### src/hw/rtl/rfr_pkg.sv
// ----------------------------------------------------------------------------
// rfr_pkg
// Shared types and constants of the rectangle fit residual unit.
// ----------------------------------------------------------------------------
`default_nettype none
package rfr_pkg;
  localparam int unsigned MaxPointsDefault = 1024;
  localparam int unsigned CfgIdxW = 3;
  localparam int unsigned CfgDataW = 32;
  localparam int unsigned DistW = 40;

  typedef enum logic [CfgIdxW-1:0] {
    CFG_CENTER_X  = 3'd0,
    CFG_CENTER_Y  = 3'd1,
    CFG_HALF_W    = 3'd2,
    CFG_HALF_H    = 3'd3,
    CFG_HUBER     = 3'd4
  } cfg_idx_e;

  typedef struct packed {
    logic load;
    logic side_step;
    logic acc;
    logic div_start;
    logic div_step;
    logic finish;
  } ctrl_t;

  typedef struct packed {
    logic last;
    logic side_done;
    logic div_done;
  } stat_t;
endpackage
`default_nettype wire

### src/hw/rtl/rfr_ctrl.sv
// ----------------------------------------------------------------------------
// rfr_ctrl
// Sequencer: load, four side steps, accumulate, optional mean divide, output.
// ----------------------------------------------------------------------------
`default_nettype none
module rfr_ctrl (
  input  wire logic           clk_i,
  input  wire logic           rst_ni,
  input  wire logic           in_valid_i,
  output logic                in_stall_o,
  output logic                out_valid_o,
  input  wire logic           out_stall_i,
  input  wire rfr_pkg::stat_t stat_i,
  output rfr_pkg::ctrl_t      ctrl_o
);
  typedef enum logic [5:0] {
    S_IDLE = 6'b000001,
    S_SIDE = 6'b000010,
    S_ACC  = 6'b000100,
    S_DIV0 = 6'b001000,
    S_DIV  = 6'b010000,
    S_OUT  = 6'b100000
  } state_e;

  state_e state_q, state_d;

  always_comb begin
    state_d = state_q;
    ctrl_o = '0;
    case (state_q)
      S_IDLE: if (in_valid_i) begin
        ctrl_o.load = 1'b1;
        state_d = S_SIDE;
      end
      S_SIDE: begin
        ctrl_o.side_step = 1'b1;
        if (stat_i.side_done) state_d = S_ACC;
      end
      S_ACC: begin
        ctrl_o.acc = 1'b1;
        state_d = stat_i.last ? S_DIV0 : S_OUT;
      end
      S_DIV0: begin
        ctrl_o.div_start = 1'b1;
        state_d = S_DIV;
      end
      S_DIV: begin
        ctrl_o.div_step = 1'b1;
        if (stat_i.div_done) state_d = S_OUT;
      end
      S_OUT: if (!out_stall_i) begin
        ctrl_o.finish = 1'b1;
        state_d = S_IDLE;
      end
      default: state_d = S_IDLE;
    endcase
  end

  assign in_stall_o  = (state_q != S_IDLE);
  assign out_valid_o = (state_q == S_OUT);

  always_ff @(posedge clk_i or negedge rst_ni) begin
    if (!rst_ni) state_q <= S_IDLE;
    else state_q <= state_d;
  end
endmodule
`default_nettype wire

### src/hw/rtl/rfr_dp.sv
// ----------------------------------------------------------------------------
// rfr_dp
// Datapath: side distances with Huber step, running sum, restoring divider.
// ----------------------------------------------------------------------------
`default_nettype none
module rfr_dp #(
  parameter int unsigned MaxPoints = rfr_pkg::MaxPointsDefault
) (
  input  wire logic                 clk_i,
  input  wire logic                 rst_ni,
  input  wire logic                 cfg_we_i,
  input  wire logic [2:0]           cfg_idx_i,
  input  wire logic [31:0]          cfg_data_i,
  input  wire logic signed [19:0]   px_i,
  input  wire logic signed [19:0]   py_i,
  input  wire logic signed [7:0]    pw_i,
  input  wire logic                 plast_i,
  input  wire rfr_pkg::ctrl_t       ctrl_i,
  output rfr_pkg::stat_t            stat_o,
  output logic [31:0]               residual_o,
  output logic [31:0]               mean_o,
  output logic                      rlast_o
);
  localparam int unsigned CntW = $clog2(MaxPoints + 1);

  logic signed [19:0] cx_q, cy_q;
  logic [18:0] hw_q, hh_q;
  logic [31:0] thr_q;
  logic signed [19:0] x_q, y_q;
  logic signed [7:0] w_q;
  logic last_q;
  logic [1:0] side_q;
  logic [rfr_pkg::DistW-1:0] best_q;
  logic [31:0] res_q;
  logic [63:0] sum_q;
  logic [CntW-1:0] cnt_q;
  logic [63:0] rem_q, quo_q;
  logic [6:0] dcnt_q;
  logic [31:0] mean_q;

  always_ff @(posedge clk_i or negedge rst_ni) begin
    if (!rst_ni) begin
      cx_q <= '0; cy_q <= '0; hw_q <= 19'd1000; hh_q <= 19'd1000; thr_q <= '0;
    end else if (cfg_we_i) begin
      case (rfr_pkg::cfg_idx_e'(cfg_idx_i))
        rfr_pkg::CFG_CENTER_X: cx_q <= cfg_data_i[19:0];
        rfr_pkg::CFG_CENTER_Y: cy_q <= cfg_data_i[19:0];
        rfr_pkg::CFG_HALF_W:   hw_q <= cfg_data_i[18:0];
        rfr_pkg::CFG_HALF_H:   hh_q <= cfg_data_i[18:0];
        rfr_pkg::CFG_HUBER:    thr_q <= cfg_data_i;
        default: ;
      endcase
    end
  end

  // one side per cycle: e = center +/- half, |p - e*w| * 256
  logic signed [21:0] e;
  logic signed [20:0] ofs;
  logic signed [19:0] p, c;
  logic signed [29:0] ew;
  logic signed [30:0] diff;
  logic [30:0] mag;
  logic [rfr_pkg::DistW-1:0] d, dh;

  always_comb begin
    p   = side_q[0] ? y_q : x_q;
    c   = side_q[0] ? cy_q : cx_q;
    ofs = side_q[0] ? $signed({2'b0, hh_q}) : $signed({2'b0, hw_q});
    e   = side_q[1] ? (22'(c) - 22'(ofs)) : (22'(c) + 22'(ofs));
    ew  = 30'(e) * 30'(w_q);
    diff = 31'(p) - 31'(ew);
    mag = diff[30] ? 31'(-diff) : 31'(diff);
    d   = {1'b0, mag, 8'd0};
    dh  = (d > rfr_pkg::DistW'(thr_q)) ? d - rfr_pkg::DistW'(thr_q[31:1]) : d;
  end

  assign stat_o.side_done = (side_q == 2'd3);
  assign stat_o.last = last_q;
  assign stat_o.div_done = (dcnt_q == 7'd0);

  logic [31:0] res_sat;
  assign res_sat = (best_q > 40'hFFFFFFFF) ? 32'hFFFFFFFF : best_q[31:0];
  logic [64:0] trial;
  assign trial = {rem_q[62:0], quo_q[63]} - {1'b0, 64'(cnt_q)};
  logic [63:0] sum_new;
  assign sum_new = sum_q + 64'(res_sat);

  always_ff @(posedge clk_i or negedge rst_ni) begin
    if (!rst_ni) begin
      sum_q <= '0; cnt_q <= '0; side_q <= '0; dcnt_q <= '0;
    end else begin
      if (ctrl_i.load) side_q <= '0;
      else if (ctrl_i.side_step) side_q <= side_q + 2'd1;
      if (ctrl_i.acc && (cnt_q < CntW'(MaxPoints))) begin
        sum_q <= sum_new;
        cnt_q <= cnt_q + CntW'(1);
      end
      if (ctrl_i.div_start) dcnt_q <= 7'd64;
      else if (ctrl_i.div_step && dcnt_q != 7'd0) dcnt_q <= dcnt_q - 7'd1;
      if (ctrl_i.finish && last_q) begin
        sum_q <= '0; cnt_q <= '0;
      end
    end
  end

  always_ff @(posedge clk_i) begin
    if (ctrl_i.load) begin
      x_q <= px_i; y_q <= py_i; w_q <= pw_i; last_q <= plast_i; mean_q <= '0;
    end
    if (ctrl_i.side_step) begin
      if (side_q == 2'd0 || dh < best_q) best_q <= dh;
    end
    if (ctrl_i.acc) res_q <= res_sat;
    if (ctrl_i.div_start) begin
      rem_q <= '0;
      quo_q <= sum_q + 64'(cnt_q >> 1);
    end else if (ctrl_i.div_step && dcnt_q != 7'd0) begin
      if (!trial[64]) begin
        rem_q <= trial[63:0];
        quo_q <= {quo_q[62:0], 1'b1};
      end else begin
        rem_q <= {rem_q[62:0], quo_q[63]};
        quo_q <= {quo_q[62:0], 1'b0};
      end
    end
    if (ctrl_i.div_step && dcnt_q == 7'd0)
      mean_q <= (cnt_q == '0) ? '0 : ((|quo_q[63:32]) ? 32'hFFFFFFFF : quo_q[31:0]);
  end

  assign residual_o = res_q;
  assign mean_o = mean_q;
  assign rlast_o = last_q;
endmodule
`default_nettype wire

### src/hw/rtl/rectangle_fit_residual_unit.sv
// ----------------------------------------------------------------------------
// rectangle_fit_residual_unit
// Least robust point-to-rectangle side distance with mean over a point set.
// ----------------------------------------------------------------------------
// One point at a time: the result follows the side loop over the four sides
// and, for a last point, the 64-step restoring divider that forms the mean.
// The next point is taken once the result has been handed on in S_OUT and
// the sequencer is back in S_IDLE. Stall on the output holds the result.
`default_nettype none
module rectangle_fit_residual_unit #(
  parameter int unsigned MaxPoints = rfr_pkg::MaxPointsDefault
) (
  input  wire logic               clk_i,
  input  wire logic               rst_ni,
  input  wire logic               cfg_we_i,
  input  wire logic [2:0]         cfg_idx_i,
  input  wire logic [31:0]        cfg_data_i,
  input  wire logic               in_valid_i,
  output logic                    in_stall_o,
  input  wire logic signed [19:0] point_x_i,
  input  wire logic signed [19:0] point_y_i,
  input  wire logic signed [7:0]  point_w_i,
  input  wire logic               last_point_i,
  output logic                    out_valid_o,
  input  wire logic               out_stall_i,
  output logic [31:0]             point_residual_o,
  output logic [31:0]             mean_residual_o,
  output logic                    result_last_o
);
  rfr_pkg::ctrl_t ctrl;
  rfr_pkg::stat_t stat;

  rfr_ctrl u_ctrl (
    .clk_i, .rst_ni, .in_valid_i(in_valid_i), .in_stall_o(in_stall_o),
    .out_valid_o(out_valid_o), .out_stall_i(out_stall_i), .stat_i(stat), .ctrl_o(ctrl)
  );

  rfr_dp #(.MaxPoints(MaxPoints)) u_dp (
    .clk_i, .rst_ni, .cfg_we_i(cfg_we_i), .cfg_idx_i(cfg_idx_i), .cfg_data_i(cfg_data_i),
    .px_i(point_x_i), .py_i(point_y_i), .pw_i(point_w_i), .plast_i(last_point_i),
    .ctrl_i(ctrl), .stat_o(stat), .residual_o(point_residual_o),
    .mean_o(mean_residual_o), .rlast_o(result_last_o)
  );
endmodule
`default_nettype wire

### config.mk
export PLATFORM = sky130hd
export DESIGN_NAME = rectangle_fit_residual_unit
export DESIGN_NICKNAME = d
export VERILOG_FILES = /design/src/hw/rtl/rfr_pkg.sv /design/src/hw/rtl/rfr_ctrl.sv /design/src/hw/rtl/rfr_dp.sv /design/src/hw/rtl/rectangle_fit_residual_unit.sv
export SDC_FILE = /design/constraint.sdc
export NUM_CORES = 2
export LEC_CHECK = 0
export BUFFER_PORTS_ARGS = -buffer_cell sky130_fd_sc_hd__clkbuf_2
export CAP_MARGIN = 10
export CORE_MARGIN = 2
export CORE_UTILIZATION = 55
export DETAILED_ROUTE_END_ITERATION = 6
export PLACE_DENSITY = 0.8
export SETUP_SLACK_MARGIN = 0.1
export SLEW_MARGIN = 20
export SYNTH_ARGS = -nofsm -noshare
export SYNTH_HDL_FRONTEND = slang
export SYNTH_SLANG_ARGS = --single-unit
### constraint.sdc
create_clock -name clk_i -period 24 [get_ports clk_i]
set_input_delay 1.2 -clock clk_i [delete_from_list [all_inputs] [get_ports clk_i]]
set_output_delay 1.2 -clock clk_i [all_outputs]
set_load 0.01 [all_outputs]
## After elaboration in Yosys (flattened, before gate mapping)

Index checks and enable logic that the tools add are counted.

| operators by class | value |
|---|---|
| reductions and logical operators | 22 |
| equality and inequality tests | 16 |
| shifts and indexed selects | 0 |
| bitwise logic cells | 0 |
| multiplexer cells | 37 |
| magnitude comparators | 4 |
| add/sub/neg operators | 11 |
| divide/modulo/power cells | 0 |
| multipliers | 1 |

Operators by type and width:

| kind | count |
|---|---|
| $mux 64 | 4 |
| $mux 32 | 5 |
| $sub 64x11->65 | 1 |
| $add 64x10->64 | 1 |
| $add 64x32->64 | 1 |
| $mux 63 | 1 |
| $gt 40x32->1 const B | 1 |
| $lt 40x40->1 | 1 |
| $mux 20 | 2 |
| $mux 40 | 1 |
| $sub 39x31->40 | 1 |
| $gt 39x32->1 | 1 |
| $pmux 6 s6 | 1 |
| $reduce_or 32->1 | 1 |
| $mux 31 | 1 |
| $neg 31->31 | 1 |
| $sub 20x30->31 | 1 |
| $mul 22x8->30 | 1 |
| $mux 6 | 5 |
| $mux 11 | 2 |
| $mux 22 | 1 |
| $add 20x20->21 | 1 |
| $sub 20x20->21 | 1 |
| $mux 19 | 1 |
| other kinds (29) | 54 |

| word-level totals | value |
|---|---|
| output and inout bits | 67 |
| memory bits (writable) | 0 |
| bits in read-only memories | 0 |
| register bits | 480 |
| memories kept | 0 |
| latch bits | 0 |

## Depth between registers and ports, before layout

| logic depth | value |
|---|---|
| depth in word-level cells | 12 |
| mapped depth | 74 |

## By module

A second synthesis with hierarchy kept.

| unflattened totals | value |
|---|---|
| cells, all modules | 3774 |
| area total of the unflattened synthesis | 35979.5 sq um |

Modules (own cells, without submodules):

| module | area an instance (sq um) | sequential area each (sq um) | cells an instance | instances |
|---|---|---|---|---|
| rfr_dp | 35582.9 | 12647.1 | 3731 | 1 |
| rfr_ctrl | 396.6 | 151.4 | 43 | 1 |

## Least setup slack after synthesis

No wires, ideal clock.

| timing | value |
|---|---|
| path type | register -> register |
| from | register u_dp.side_q[0] |
| to | register u_dp.best_q[0] (netlist name), enable pin |
| path slack | 6.539 ns |
| buffers on the path | 11 |
| arrival | 17.000 ns |
| cell stages (with the launch flop) | 71 |
| data required time | 23.538 ns |
| period minus slack after synthesis | 17.461 ns |
| path through | dfrtp_1 buf_4 clkbuf_1 clkbuf_1 buf_1 clkbuf_1 buf_1 mux2i_1 ha_1 fa_1 nor2b_1 o21ai_0 a21boi_0 o21ai_0 a2111o_1 a31oi_1 a41oi_1 a21oi_1 (+35 left out) nor4_4 buf_6 buf_2 nand2_1 o21ai_1 ha_1 a21o_1 a21o_1 a21oi_1 nor2b_1 o21ai_0 nand2b_1 a21oi_1 nor2b_1 o21ai_0 a31oi_1 or4_1 a31oi_1 |

| between the ends | value |
|---|---|
| word-level cells in the longest chain between the ends | 12 |
| elaborated cells between the ends (all ways) | 17 |

RTL lines:

| item | RTL line | text |
|---|---|---|
| start, declared | rfr_dp.sv:32 | `logic [1:0] side_q;` |
| start signal, assigned | rfr_dp.sv:93 | `else if (ctrl_i.side_step) side_q <= side_q + 2'd1;` |
| $mux 20 or $mux 19 (tied branches) | rfr_dp.sv:67, rfr_dp.sv:68 |  |
| $add 20x20->21 or $sub 20x20->21 (tied branches) | rfr_dp.sv:69 | `e = side_q[1] ? (22'(c) - 22'(ofs)) : (22'(c) + 22'(ofs));` |
| $mux 22 | rfr_dp.sv:69 |  |
| $mul 22x8->30 | rfr_dp.sv:70 | `ew = 30'(e) * 30'(w_q);` |
| $sub 20x30->31 (*) | rfr_dp.sv:71 | `diff = 31'(p) - 31'(ew);` |
| $neg 31->31 | rfr_dp.sv:72 | `mag = diff[30] ? 31'(-diff) : 31'(diff);` |
| $mux 31 (*) | rfr_dp.sv:72 |  |
| $sub 39x31->40 or $gt 39x32->1 (tied branches) | rfr_dp.sv:74 | `dh = (d > rfr_pkg::DistW'(thr_q)) ? d - rfr_pkg::DistW'(thr_q[31:1]) : d;` |
| $mux 40 (*) | rfr_dp.sv:74 |  |
| net u_dp.dh (one bit) | rfr_dp.sv:63 | `logic [rfr_pkg::DistW-1:0] d, dh;` |
| $lt 40x40->1 (*) | rfr_dp.sv:111 | `if (side_q == 2'd0 \|\| dh < best_q) best_q <= dh;` |
| $logic_or 1x1->1 (*) | rfr_dp.sv:111 |  |
| $reduce_and 2->1 (no source line) (*) | - |  |
| end signal, assigned | rfr_dp.sv:111 |  |
| end, declared | rfr_dp.sv:33 | `logic [rfr_pkg::DistW-1:0] best_q;` |

Mark *: on every way through the listed nets, which the timed path passes. The rest lies on a longest branch.
A chain may end at the register's enable or synchronous reset.

## Worst setup path after layout

| timing | value |
|---|---|
| from | register u_dp.side_q[0] |
| to | register u_dp.best_q[26] (netlist name), enable pin |

Same word-level chain as after synthesis.

==> key figures <==
Global routing
  • First-pass GRT wire length: 142 mm
  • Antenna violations before repair: 0
  • Largest net degree at the start of global routing: 112
  • GRT Util Overall: 25.8%
  • Vias in the first global route: 27,700
  • GRT overflow: 0

Logic synthesis
  • Post-synthesis net count: 4,261
  • Prevailing post-synth register cell: edfxtp_1
  • Post-synthesis compound-gate area fraction: 12.7%
  • Yosys warning count: 0
  • Yosys cell types: 100
  • Sequential area share after synthesis: 35.5%
  • Top cells by area, synth: edfxtp_1 (18%), dfrtp_1 (13%), fa_1 (9.1%), ha_1 (8.1%), o21ai_0 (3.9%)
  • Simple logic cell fraction of the synthesized area: 17.8%
  • Area leader, netlist: edfxtp_1
  • Syn Area/Cell: 9.54 µm²
  • Post-Synth Adder-Cell Area: 17.2%
  • Post-synth EDFFs: 217
  • Netlist Area Pre-Place: 0.0360 mm²
  • Area fraction of the dominant cell type after synthesis: 18.1%
  • Synth Register Bits: 480
  • Post-synth ARST share: 41.7%
  • Gate Count Post-Synth: 3,776
  • XOR/XNOR Fraction of Synth Area: 6.74%
  • Mux contribution to synthesized area: 4.60%
  • Main combinational cell family by area after synthesis: simple AND/OR/NAND/NOR gates

Min path
  • Hold Path Class: reg2reg

Cells and area
  • Ant diodes: 0
  • P&R area growth vs syn: 9.48%
  • # nets final: 4,363
  • Proportion of layout cells with a drive suffix above 1: 11.6%

Placed design
  • Placer Congestion: 0.939
  • Number of I/O port buffers: 155
  • Placed wire-length estimate: 64.6 mm

CTS
  • CTS buffer count: 53
  • H-tree depth: 2
  • CTS tree: built
  • Postcts setup bufs: 0
  • Root Driver: clkbuf_16
  • CTS Hold Bufs: 0
  • Clock tree buffer depth: 3
  • Clock transition at path regs: 0.06 ns
  • CTS resizes: 0
  • TritonCTS Sinks: 480
  • Worst-skew pair later-pin latency: 0.63 ns

STA
  • Final min period: 16.78 ns
  • Max Slew Vio Count: 0
  • # setup viols final: 0
  • Setup TNS: 0 ns
  • Unrepaired setup endpoints after global routing: no
  • Worst-Margin Slew: 1.03 ns
  • Tcrit/Tclk final: 69.9%
  • Peak Freq: 59.6 MHz
  • Final Hold Vio Count: 0
  • Post-route clock skew: 0.0311 ns
  • Slew headroom: 31.4%

Worst setup path
  • Delay-heaviest family, CP: compound AO/OA/AOI/OAI gates
  • CP Capture Type: register
  • Slowest stage cell on the critical path: buf_4
  • Slowest cell delay on critical path: 0.78 ns
  • Critical path fanouts, max: 68
  • Worst Path Class, Setup: reg2reg
  • Crit path required time: 24.29 ns
  • Worst Path Buf+Inv: 7
  • Arrival @ worst endpoint: 17.07 ns
  • Critical Path Most Common Cell: a21o_1
  • Worst reg-to-reg setup slack: 7.22 ns
  • CP startpoint kind: register

Floorplan
  • Chip Height: 260 µm
  • I/O pin total: 156
  • Core area: 0.0646 mm²
  • Initial core utilization: 55.8%
  • Die ar.: 0.0676 mm²
  • Row count: 93
  • Horiz. Die Dim: 260 µm

Drt
  • Routed len/inst: 17.9 µm
  • Pre-antenna DRT Iters: 7
  • ANT nets after route: 0
  • Vias: 27,700
  • Post-route DRC: 0
  • Via-to-Cell Ratio: 5.79
  • Starting DRT DRC Count: 2,040
  • Final wirelength: 85.8 mm

Run status
  • Status: finished, final reports clean

Job
  • Total of max-cap violations: 0
## tightest hold or removal path, delay by kind of cell (launching register included)
| kind | cells | cell delay [ns] |
|---|---|---|
| DFF | 1 | 0.33 |
| AOI/OAI and AO/OA | 1 | 0.05 |
| and+or+nand+nor | 1 | 0.05 |
## cell type report
cell class	count	area, µm²
Sequential cell	480	12800
Tap cell	855	1070
Fill cell	5278	25100
Clock inverter	36	402
Clock buffer	64	1410
Inverter	371	1390
Multi-Input combinational cell	2787	21400
Timing Repair Buffer	185	1010
## synthesized netlist by cell type (13+ instances only)
library cell,n
nor2b_1,74
inv_1,371
and3_1,41
fa_1,163
o21ai_0,279
nand2b_1,39
ha_1,233
a21boi_0,16
dfxtp_1,63
nor4_1,39
dfrtp_1,187
o211ai_1,20
and2_1,131
a31oi_1,24
or3_1,42
nand3_1,130
nand4_1,55
xor2_1,140
mux2_2,108
nor3_1,69
o21a_1,46
or4_1,18
edfxtp_1,217
a21o_1,62
o21ai_1,24
a21oi_1,136
dfstp_2,13
nor2_1,210
clkbuf_1,115
nand2_1,316
mux2i_1,37
xnor2_1,137
## through the flow
step,hold WS (ns),area [µm²],cells,setup WS [ns],util (%)
2_1_floorplan,0.426,36000,3776,6.54,-
3_3_place_gp,0.447,37600,4678,8.00,58.3
3_5_place_dp,0.453,37600,4678,7.49,58.3
4_1_cts,0.466,39400,4778,7.41,61.1
5_1_grt,0.512,39400,4778,5.95,61.1
6_report,0.466,39400,4778,7.22,61.1
## flip-flops by register name, summed over array words and instances, names as in the netlist
name	cells
u_ctrl.state_q	6
u_dp.best_q	40
u_dp.cnt_q	11
u_dp.cx_q	20
u_dp.cy_q	20
u_dp.dcnt_q	7
u_dp.hh_q	19
u_dp.hw_q	19
u_dp.mean_o	32
u_dp.quo_q	64
u_dp.rem_q	63
u_dp.residual_o	32
u_dp.rlast_o	1
u_dp.side_q	2
u_dp.sum_q	64
u_dp.thr_q	32
u_dp.w_q	8
u_dp.x_q	20
u_dp.y_q	20
## final timing paths
check                                             from                           to  cells after the start
max reg2reg                 u_dp.side_q[0]$_DFFE_PN0P_    u_dp.best_q[26]$_DFFE_PP_                     64
max in group asynchronous                       rst_ni   u_dp.sum_q[42]$_DFFE_PN0P_                      3
max                         u_dp.side_q[0]$_DFFE_PN0P_    u_dp.best_q[26]$_DFFE_PP_                     64
min in group asynchronous                       rst_ni    u_dp.cy_q[14]$_DFFE_PN0P_                      1
min reg2reg                u_dp.rem_q[62]$_SDFFE_PN0P_  u_dp.rem_q[62]$_SDFFE_PN0P_                      2
min                        u_dp.rem_q[62]$_SDFFE_PN0P_  u_dp.rem_q[62]$_SDFFE_PN0P_                      2
## cell families (layout without fill, tap and decap cells)
| kind of cell | after synthesis | count (layout) |
|---|---|---|
| simple gates | 1234 | 1234 |
| compound gates | 729 | 729 |
| buf+inv | 509 | 656 |
| flops | 480 | 480 |
| fa+ha+maj | 397 | 397 |
| xor+xnor | 277 | 277 |
| mux | 150 | 150 |
## cells in the final DEF, fill, tap and decap left out, drive strengths merged, types with 9 or more instances in the layout
master	instances
nor2	210
or2	11
o21a	46
mux2	112
and3	41
mux2i	38
clkbuf	219
a21oi	139
o211ai	21
nand2	316
nand4	57
and2	132
xnor2	137
dfrtp	187
or4	18
buf	30
a31oi	24
nand3	130
ha	233
o31ai	12
inv	375
xor2	140
clkinv	22
a211o	12
edfxtp	217
nand2b	39
fa	163
nor4	46
a21boi	16
nor3	73
o21ai	305
nor2b	74
o21bai	9
a21o	62
or3	43
dfxtp	63
dfstp	13
## layer usage
layer | GRT usage [%] | part of all wire (%) | wire length [µm] | vias to the layer above
met1 | 33.1 | 43 | 36700 | 13400
met2 | 44.8 | 49 | 41800 | 736
met5 | 0 | 0 | 0 | -
li1 | - | - | - | 13400
met3 | 3.08 | 4.8 | 4120 | 169
met4 | 9.74 | 3.7 | 3160 | 0
Power is left out: the tool's default activity adds up to more than one toggle a clock period on the data nets, which glitch-free logic cannot reach.
